$ cat src/design/balist_pkg.sv
`timescale 1ns / 1ps

package balist_pkg;

  // List size and derived widths
  localparam int CAPACITY = 128;
  localparam int IDX_W    = $clog2(CAPACITY);
  localparam int CNT_W    = $clog2(CAPACITY + 1);
  localparam int CMP_W    = (CNT_W > 8) ? CNT_W : 8;

  // Command codes
  localparam logic [2:0] CMD_APPEND = 3'd0;
  localparam logic [2:0] CMD_INSERT = 3'd1;
  localparam logic [2:0] CMD_REMOVE = 3'd2;
  localparam logic [2:0] CMD_DELETE = 3'd3;
  localparam logic [2:0] CMD_FIND   = 3'd4;
  localparam logic [2:0] CMD_READ   = 3'd5;

  // Status codes
  localparam logic [2:0] STAT_DONE   = 3'd0;
  localparam logic [2:0] STAT_AT_END = 3'd1;
  localparam logic [2:0] STAT_FULL   = 3'd2;
  localparam logic [2:0] STAT_MISS   = 3'd3;
  localparam logic [2:0] STAT_BADPOS = 3'd4;

  typedef struct packed {
    logic [2:0]         cmd;
    logic [7:0]         position;
    logic signed [31:0] element_key;
    logic [31:0]        element_payload;
  } in_t;

  typedef struct packed {
    logic [2:0]         status;
    logic signed [31:0] found_key;
    logic [31:0]        found_payload;
    logic [7:0]         list_length;
    logic               list_full;
    logic               list_empty;
  } out_t;

  typedef struct packed {
    logic [31:0] key;
    logic [31:0] payload;
  } entry_t;

  // Port group from the sequencer to the entry memory
  typedef struct packed {
    logic             we;
    logic [IDX_W-1:0] waddr;
    entry_t           wdata;
    logic             re;
    logic [IDX_W-1:0] raddr;
  } mem_req_t;

  typedef enum logic [2:0] {
    S_IDLE,
    S_SCAN,
    S_DRAIN,
    S_PUT,
    S_FIN
  } seq_state_t;

endpackage

$ cat src/design/balist_seq.sv
`timescale 1ns / 1ps

module balist_seq (
  input  logic                 clk,
  input  logic                 rst,
  input  logic                 start,
  input  balist_pkg::in_t      req,
  output logic                 busy,
  output logic                 res_valid,
  output balist_pkg::out_t     res,
  output balist_pkg::mem_req_t mreq,
  input  balist_pkg::entry_t   rdata
);
  import balist_pkg::*;

  seq_state_t       state, state_next;
  logic [2:0]       op, op_next;
  logic [IDX_W-1:0] cur, cur_next;
  logic [IDX_W-1:0] last, last_next;
  logic             rd_v;
  logic [IDX_W-1:0] rd_a;
  logic [CNT_W-1:0] w, w_next;
  logic             hit, hit_next;
  logic [31:0]      fkey, fkey_next;
  logic [31:0]      fpay, fpay_next;
  logic [CNT_W-1:0] count, count_next;
  logic [31:0]      tkey, tkey_next;
  logic [31:0]      tpay, tpay_next;

  logic [CMP_W-1:0] pos_x, cnt_x, pm1, len_x;
  logic [CNT_W-1:0] cnt_m1;
  logic             is_full, bad_pos, key_eq;

  assign pos_x   = CMP_W'(req.position);
  assign cnt_x   = CMP_W'(count);
  assign pm1     = pos_x - CMP_W'(1);
  assign cnt_m1  = count - CNT_W'(1);
  assign is_full = (count == CNT_W'(CAPACITY));
  assign bad_pos = (pos_x == '0) || (pos_x > cnt_x);
  // Shared key comparator
  assign key_eq  = (rdata.key == tkey);
  assign busy    = (state != S_IDLE);

  // State and working registers
  always_ff @(posedge clk) begin
    if (rst) begin
      state <= S_IDLE;
      count <= '0;
      rd_v  <= 1'b0;
    end else begin
      state <= state_next;
      count <= count_next;
      rd_v  <= mreq.re;
    end
  end

  always_ff @(posedge clk) begin
    op   <= op_next;
    cur  <= cur_next;
    last <= last_next;
    rd_a <= mreq.raddr;
    w    <= w_next;
    hit  <= hit_next;
    fkey <= fkey_next;
    fpay <= fpay_next;
    tkey <= tkey_next;
    tpay <= tpay_next;
  end

  // Next state, memory access and result
  always_comb begin
    state_next = state;
    op_next    = op;
    cur_next   = cur;
    last_next  = last;
    w_next     = w;
    hit_next   = hit;
    fkey_next  = fkey;
    fpay_next  = fpay;
    count_next = count;
    tkey_next  = tkey;
    tpay_next  = tpay;
    mreq       = '0;
    res_valid  = 1'b0;
    res        = '0;

    // Consume the word read in the previous cycle
    if (rd_v && (state == S_SCAN || state == S_DRAIN)) begin
      case (op)
        CMD_INSERT: begin
          mreq.we    = 1'b1;
          mreq.waddr = rd_a + IDX_W'(1);
          mreq.wdata = rdata;
        end
        CMD_REMOVE: begin
          mreq.we    = 1'b1;
          mreq.waddr = rd_a - IDX_W'(1);
          mreq.wdata = rdata;
        end
        CMD_DELETE: begin
          if (!key_eq) begin
            mreq.we    = 1'b1;
            mreq.waddr = w[IDX_W-1:0];
            mreq.wdata = rdata;
            w_next     = w + CNT_W'(1);
          end
        end
        CMD_FIND: begin
          if (key_eq && !hit) begin
            hit_next  = 1'b1;
            fkey_next = rdata.key;
            fpay_next = rdata.payload;
          end
        end
        CMD_READ: begin
          fkey_next = rdata.key;
          fpay_next = rdata.payload;
        end
        default: ;
      endcase
    end

    unique case (state)
      S_IDLE: begin
        if (start) begin
          op_next   = req.cmd;
          tkey_next = req.element_key;
          tpay_next = req.element_payload;
          hit_next  = 1'b0;
          w_next    = '0;
          fkey_next = '0;
          fpay_next = '0;
          res.status = STAT_DONE;
          unique case (req.cmd)
            CMD_APPEND: begin
              res_valid = 1'b1;
              if (is_full) begin
                res.status = STAT_FULL;
              end else begin
                mreq.we    = 1'b1;
                mreq.waddr = count[IDX_W-1:0];
                mreq.wdata = {req.element_key, req.element_payload};
                count_next = count + CNT_W'(1);
              end
            end
            CMD_INSERT: begin
              if (is_full) begin
                res_valid  = 1'b1;
                res.status = STAT_FULL;
              end else if (pos_x == '0) begin
                res_valid  = 1'b1;
                res.status = STAT_BADPOS;
              end else if (pos_x > cnt_x) begin
                res_valid  = 1'b1;
                res.status = STAT_AT_END;
                mreq.we    = 1'b1;
                mreq.waddr = count[IDX_W-1:0];
                mreq.wdata = {req.element_key, req.element_payload};
                count_next = count + CNT_W'(1);
              end else begin
                cur_next   = cnt_m1[IDX_W-1:0];
                last_next  = pm1[IDX_W-1:0];
                state_next = S_SCAN;
              end
            end
            CMD_REMOVE: begin
              if (bad_pos) begin
                res_valid  = 1'b1;
                res.status = STAT_BADPOS;
              end else if (pos_x == cnt_x) begin
                state_next = S_FIN;
              end else begin
                cur_next   = pos_x[IDX_W-1:0];
                last_next  = cnt_m1[IDX_W-1:0];
                state_next = S_SCAN;
              end
            end
            CMD_DELETE, CMD_FIND: begin
              if (count == '0) begin
                res_valid  = 1'b1;
                res.status = STAT_MISS;
              end else begin
                cur_next   = '0;
                last_next  = cnt_m1[IDX_W-1:0];
                state_next = S_SCAN;
              end
            end
            CMD_READ: begin
              if (bad_pos) begin
                res_valid  = 1'b1;
                res.status = STAT_BADPOS;
              end else begin
                cur_next   = pm1[IDX_W-1:0];
                last_next  = pm1[IDX_W-1:0];
                state_next = S_SCAN;
              end
            end
            default: begin
              res_valid = 1'b1;
            end
          endcase
        end
      end
      S_SCAN: begin
        // Issue one read per cycle; insert walks down, all else walks up
        mreq.re    = 1'b1;
        mreq.raddr = cur;
        if (cur == last) begin
          state_next = S_DRAIN;
        end else if (op == CMD_INSERT) begin
          cur_next = cur - IDX_W'(1);
        end else begin
          cur_next = cur + IDX_W'(1);
        end
      end
      S_DRAIN: begin
        state_next = (op == CMD_INSERT) ? S_PUT : S_FIN;
      end
      S_PUT: begin
        // Drop the new entry into the opened slot
        mreq.we    = 1'b1;
        mreq.waddr = last;
        mreq.wdata = {tkey, tpay};
        state_next = S_FIN;
      end
      S_FIN: begin
        res_valid  = 1'b1;
        state_next = S_IDLE;
        res.status = STAT_DONE;
        case (op)
          CMD_INSERT: count_next = count + CNT_W'(1);
          CMD_REMOVE: count_next = cnt_m1;
          CMD_DELETE: begin
            count_next = w;
            if (w == count) begin
              res.status = STAT_MISS;
            end
          end
          CMD_FIND: begin
            if (hit) begin
              res.found_key     = fkey;
              res.found_payload = fpay;
            end else begin
              res.status = STAT_MISS;
            end
          end
          CMD_READ: begin
            res.found_key     = fkey;
            res.found_payload = fpay;
          end
          default: ;
        endcase
      end
      default: state_next = S_IDLE;
    endcase

    len_x           = CMP_W'(count_next);
    res.list_length = len_x[7:0];
    res.list_full   = (count_next == CNT_W'(CAPACITY));
    res.list_empty  = (count_next == '0);
  end

endmodule
$ cat config.mk
export PLATFORM = sky130hd
export DESIGN_NAME = balist_seq
export DESIGN_NICKNAME = d
export VERILOG_FILES = /design/src/design/balist_pkg.sv /design/src/design/balist_seq.sv
export SDC_FILE = /design/constraint.sdc
export NUM_CORES = 1
export LEC_CHECK = 0
export BUFFER_PORTS_ARGS = -buffer_cell sky130_fd_sc_hd__buf_4
export CELL_PAD_IN_SITES_DETAIL_PLACEMENT = 0
export CELL_PAD_IN_SITES_GLOBAL_PLACEMENT = 1
export CORE_MARGIN = 4
export CORE_UTILIZATION = 39
export DETAILED_ROUTE_END_ITERATION = 10
export PLACE_DENSITY = 0.82
export SYNTH_ARGS = -nofsm -noshare
export SYNTH_HDL_FRONTEND = slang
export SYNTH_SLANG_ARGS = --single-unit
$ cat constraint.sdc
create_clock -name clk -period 4.58 [get_ports clk]
set_input_delay 0.458 -clock clk [delete_from_list [all_inputs] [get_ports clk]]
set_output_delay 0.458 -clock clk [all_outputs]
set_load 0.03 [all_outputs]
Yosys cells after proc, flatten, opt, wreduce, memory -nomap -nowiden:

Index checks and enable logic that the tools add are counted.

* register bits after elaboration: 173
* output and inout bits: 159
* logic and storage cells: 172

* $add $sub $neg: 8
* order comparisons: 1
* equality and inequality tests: 38
* multiplexer cells: 93
* reductions and logical operators: 19

Operators with widths (count)
* $mux 72: 7
* $pmux 72 s2: 2
* $mux 32: 8
* $pmux 72 s3: 1
* $mux 64: 2
* $pmux 32 s2: 2
* $pmux 64 s2: 1
* $mux 7: 16
* $mux 8: 11
* $pmux 7 s4: 2
* $mux 3: 14
* $pmux 3 s4: 3
* $eq 32x32->1: 1
* $pmux 8 s2: 2
* $logic_not 8->1: 3
* $pmux 8 s3: 1
* $ne 3x3->1 const B: 7
* $sub 7x1->7 const B: 3
* $eq 3x2->1 const B: 6
* $ne 2x2->1 const B: 9
* $add 8x1->8 const B: 2
* $eq 8x8->1: 2
* $eq 8x8->1 const B: 2
* $eq 3x3->1 const B: 5
* other kinds (26): 47

Longest topological paths before layout:

* depth in word-level cells: 10
* mapped depth: 12

Worst setup path after synthesis:

Ideal clock, no wire load.

* kind: register to output
* start: register count[5], in the netlist cnt_x[5]
* end: output port res[0] (netlist name)
* arrival: 3.375 ns
* data required time: 4.122 ns
* setup slack: 0.747 ns
* cell stages (with the launch flop): 12
* path through: dfxtp_1 > clkbuf_1 > inv_1 > ha_1 > a211o_1 > a21oi_4 > nand3_2 > a211oi_1 > o41ai_4 > a2111oi_2 > nand4_1 > nor3_1

RTL lines
* from (decl): RTL line balist_seq.sv:26 `logic [CNT_W-1:0] count, count_next;`
* from (signal assigned): RTL line balist_seq.sv:52 `count <= count_next;`
* to (decl): RTL line balist_seq.sv:10 `output balist_pkg::out_t res,`

==> impl_results.rst <==
.. list-table::
   :header-rows: 1

   * - Metric
     - Value
   * - Run status
     - complete, no violations
   * - Net count after synthesis
     - 1259
   * - Dominant cell type by count on the critical path
     - sky130_fd_sc_hd__a21oi_1
   * - Share of synthesized registers carrying an async set or reset
     - 0
   * - Logic depth of the worst path, buffers included
     - 13
   * - Bufs on Longest Clock Path
     - 2
   * - Nets@finish
     - 1519
   * - Total clock buffers created by CTS
     - 17
   * - Final Wtd Congestion
     - 0.9323
   * - Routed WL
     - 36.61 mm
   * - Total negative slack
     - 0 ns
   * - Highest clock rate
     - 238.8 MHz
   * - Adder and majority cell fraction of the synthesized area
     - 0.03184
   * - Worst hold slack after final layout
     - 0.2163 ns
   * - Share of the synthesized area in compound gates (AO/OA/AOI/OAI)
     - 0.1794
   * - Crit path kind
     - reg -> out
   * - Number of synthesized flops with an enable pin
     - 81
   * - Placeable core region
     - 25980 um^2
   * - DP HPWL
     - 27.40 mm
   * - Fill cell total of the finished layout
     - 2493
   * - Area share of and/or/nand/nor cells after synthesis
     - 0.1711
   * - Final number of hold-violating endpoints
     - 0
   * - Worst reg2reg path endpoint
     - cur[1]$_DFFE_PP_
   * - Detailed-route DRC error count
     - 0
   * - Cell type of the slowest stage on the worst timing path
     - sky130_fd_sc_hd__edfxtp_1
   * - Tightest slew margin relative to the limit
     - 0.2814
   * - Final min period
     - 4.188 ns
   * - Vias after detailed routing
     - 9523
   * - Clock Sink Count
     - 173
   * - TritonCTS clock tree
     - yes
   * - Share of final-layout standard cells stronger than drive strength 1
     - 0.2813
   * - Post-synthesis register bit count
     - 173
   * - Setup slack, reg-to-reg
     - 0.98 ns
   * - CP Data Arrival Time
     - 3.73 ns
   * - Total routing usage reported by global routing
     - 0.2429
   * - Req. time, crit path
     - 4.12 ns
   * - Average vias per placed instance
     - 5.598
   * - Die X-Extent
     - 170.5 um
   * - Pin count of the biggest net entering global routing
     - 84
   * - Full die area
     - 29060 um^2
   * - Gate family responsible for the most delay along the worst path
     - compound AO/OA/AOI/OAI gates
   * - Flip-flop cell with the highest count after synthesis
     - sky130_fd_sc_hd__dfxtp_1
   * - Die Span Y
     - 170.5 um
   * - Worst Setup SP
     - op[1]$_DFFE_PP_
   * - Grt total ovfl
     - 0
   * - Area used by sequential logic in the layout
     - 4274 um^2
   * - Largest family of logic cells by synthesized area
     - compound AO/OA/AOI/OAI gates
   * - Starting density of the core
     - 0.3962
   * - CTS H-Tree Depth
     - 4
   * - Maximum Capacitance Violations
     - 0
   * - Avg Inst Size Synth
     - 9.428 um^2
   * - Highest cell delay on the worst timing path
     - 0.68 ns
   * - Portion of the post-synthesis area used by sequential elements
     - 0.4152
   * - Synth Area in XOR/XNOR
     - 0.06636
   * - Endpoint of the most critical setup path
     - mreq[78]
   * - Number of cells on the worst reg-to-reg path
     - 10
   * - Final max-slew violation count
     - 0
   * - Final worst clock skew
     - 0.01469 ns
   * - Post-synthesis cell type count
     - 76
   * - Combined area of the multi-input logic cells
     - 5405 um^2
   * - Period Utilization, post-route
     - 0.9145
   * - Startpoint type of the worst setup path
     - register
   * - Number of DRC markers in iteration 0
     - 1029
   * - RSZ-0062 raised after global routing
     - false
   * - Buffers on Ports
     - 300
   * - Critical path buffer and inverter count
     - 3
   * - # IOs
     - 301
   * - Post-synthesis instance area
     - 10290 um^2
   * - Static Leak
     - 5.812 nW
   * - List of cells traversed by the critical path
     - inv_1, nor3_1, buf_4, ha_1, a21o_1, a21oi_1, o21bai_1, a21oi_1, xor2_1, mux2i_1, a21oi_1, a221o_1, buf_4
   * - Antenna Nets Post-Route
     - 0
   * - Top fanout value on the critical path
     - 16
   * - Hold Crit Class
     - in -> reg
   * - Transition time of the tightest slew-check pin
     - 1.078 ns
   * - Number of instances in the synthesized netlist
     - 1092
   * - TritonRoute pass-1 iters
     - 8
   * - Row count
     - 59
   * - Final-report setup violation count
     - 0
   * - Vias in the first global route
     - 9069
   * - Clock-pin slew on the worst setup and hold paths
     - 0.08 ns
   * - Crit path capture type
     - output pin
   * - Synth warn
     - 0
   * - PD cells
     - 325.8 nW/um^2
   * - Root buf cell
     - sky130_fd_sc_hd__clkbuf_16
   * - Multiplexer share of the synthesized area
     - 0.07329
   * - Clock insertion delay at the later pin of the skew report
     - 0.43 ns
   * - Number of buffers inserted for hold repair after clock tree synthesis
     - 0
   * - Initial antenna violation count
     - 1
   * - Number of instances in the placed design
     - 1668
   * - Wire length of the first global-routing pass
     - 55.28 mm
   * - Routed wire per std cell
     - 21.52 um
   * - Post-Layout Cell Count
     - 1701
   * - Worst flop-to-flop path startpoint
     - cnt_x[1]$_SDFF_PP0_
   * - Maximum resistive drop on vdd
     - 207.4 uV
   * - Post-synthesis to final-layout area growth
     - 30.42%
-- per-stage QoR --
step                utilization  setup WS [ns]  cell area [um^2]  power [mW]
global placement         0.4937         0.6337             12830       2.924
floorplan                     -         0.7468             10290       2.509
finish                   0.5167         0.3917             13430       4.374
CTS                      0.5166         0.1717             13420       4.397
global route             0.5167        0.08164             13430       4.577
detailed placement       0.4937         0.6626             12830       2.926
-- report_power, final --
| part | switching [mW] | leakage [nW] | total, mW | internal, mW |
|---|---|---|---|---|
| clock network | 0.665 | 0.286 | 1.47 | 0.805 |
| logic | 0.657 | 4.01 | 1.06 | 0.399 |
| registers | 0.0846 | 1.52 | 1.85 | 1.76 |
| total | 1.41 | 5.81 | 4.37 | 2.97 |
-- synthesized netlist by cell type (14+ instances only) --
cell                       count  area share
sky130_fd_sc_hd__clkbuf_1     46       0.017
sky130_fd_sc_hd__mux2i_1      72       0.070
sky130_fd_sc_hd__buf_2        16      0.0078
sky130_fd_sc_hd__o21ai_0      39       0.019
sky130_fd_sc_hd__ha_1         23       0.028
sky130_fd_sc_hd__inv_1        78       0.028
sky130_fd_sc_hd__a21oi_1      47       0.023
sky130_fd_sc_hd__dfxtp_1      92        0.18
sky130_fd_sc_hd__nand2_1      61       0.022
sky130_fd_sc_hd__a22oi_1      19       0.014
sky130_fd_sc_hd__xnor2_1      64       0.054
sky130_fd_sc_hd__nor2_1      103       0.038
sky130_fd_sc_hd__nand4_1      17       0.010
sky130_fd_sc_hd__a222oi_1     51       0.050
sky130_fd_sc_hd__and2_1       74       0.045
sky130_fd_sc_hd__edfxtp_1     81        0.24
sky130_fd_sc_hd__xor2_1       14       0.012
sky130_fd_sc_hd__nor3_1       19      0.0092
-- cell usage in the layout, fill, tap and decap left out, drive strengths merged, types with 8 or more instances in the layout --
master	n
edfxtp	81
a222oi	51
xnor2	64
nand2	61
a22oi	19
ha	23
a21o	12
nand4	17
o211ai	9
a21oi	49
inv	87
clkbuf	19
and2	75
nand3	13
nor2b	8
o31ai	8
buf	318
o21ai	39
dfxtp	92
nor4	9
a221oi	8
xor2	14
nor3	20
nor2	105
mux2i	72
-- timing repair --
action	in CTS	in global routing
endpoints found under the setup margin	0	2
buffers inserted	0	0
hold endpoints to repair	0	0
resized for setup	0	1
-- cell type report --
class | instances | area share
timing repair buffer | 318 | 0.1806
sequential | 173 | 0.3183
antenna | 1 | 0.0001864
tap | 335 | 0.03122
inverter | 81 | 0.02283
clock buffer | 19 | 0.03383
multi-input combinational | 761 | 0.4026
clock inverter | 13 | 0.01044
-- flip-flops by register name, summed over array words and instances, names as in the netlist, 3 cells and up --
name and cells:
last 7, cur 7, fkey 32, w 8, cnt_x 8, op 3, rd_a 7, state 3
tkey 32, fpay 32, tpay 32
-- kinds of logic after synthesis --
group,Yosys count
multiplexers,75
flip-flops,173
AO/OA/AOI/OAI,239
buffers and inverters,158
AND/OR/NAND/NOR,344
XOR/XNOR,78
adder cells (fa/ha/maj),25
-- routing by layer --
| metal | GRT usage | vias to the layer above | part of all wire |
|---|---|---|---|
| li1 | - | 4496 | - |
| met1 | 0.3230 | 4554 | 0.42 |
| met2 | 0.4072 | 436 | 0.48 |
| met3 | 0.04413 | 37 | 0.075 |
| met4 | 0.06736 | 0 | 0.023 |
| met5 | 0 | - | 0 |
-- worst min path at each step --
stage	startpoint	endpoint	slack, ns	cells after the start
final	req[44]	tkey[12]$_DFFE_PP_	0.22	1
after global routing	req[42]	tkey[10]$_DFFE_PP_	0.19	1
after CTS	req[44]	tkey[12]$_DFFE_PP_	0.20	1
after detailed placement	fpay[31]$_DFF_P_	fpay[31]$_DFF_P_	0.47	2
after global placement	fpay[16]$_DFF_P_	fpay[16]$_DFF_P_	0.46	2
after floorplan	fkey[0]$_DFF_P_	fkey[0]$_DFF_P_	0.45	2
No activity file was read; power rests on OpenSTA's default activity.
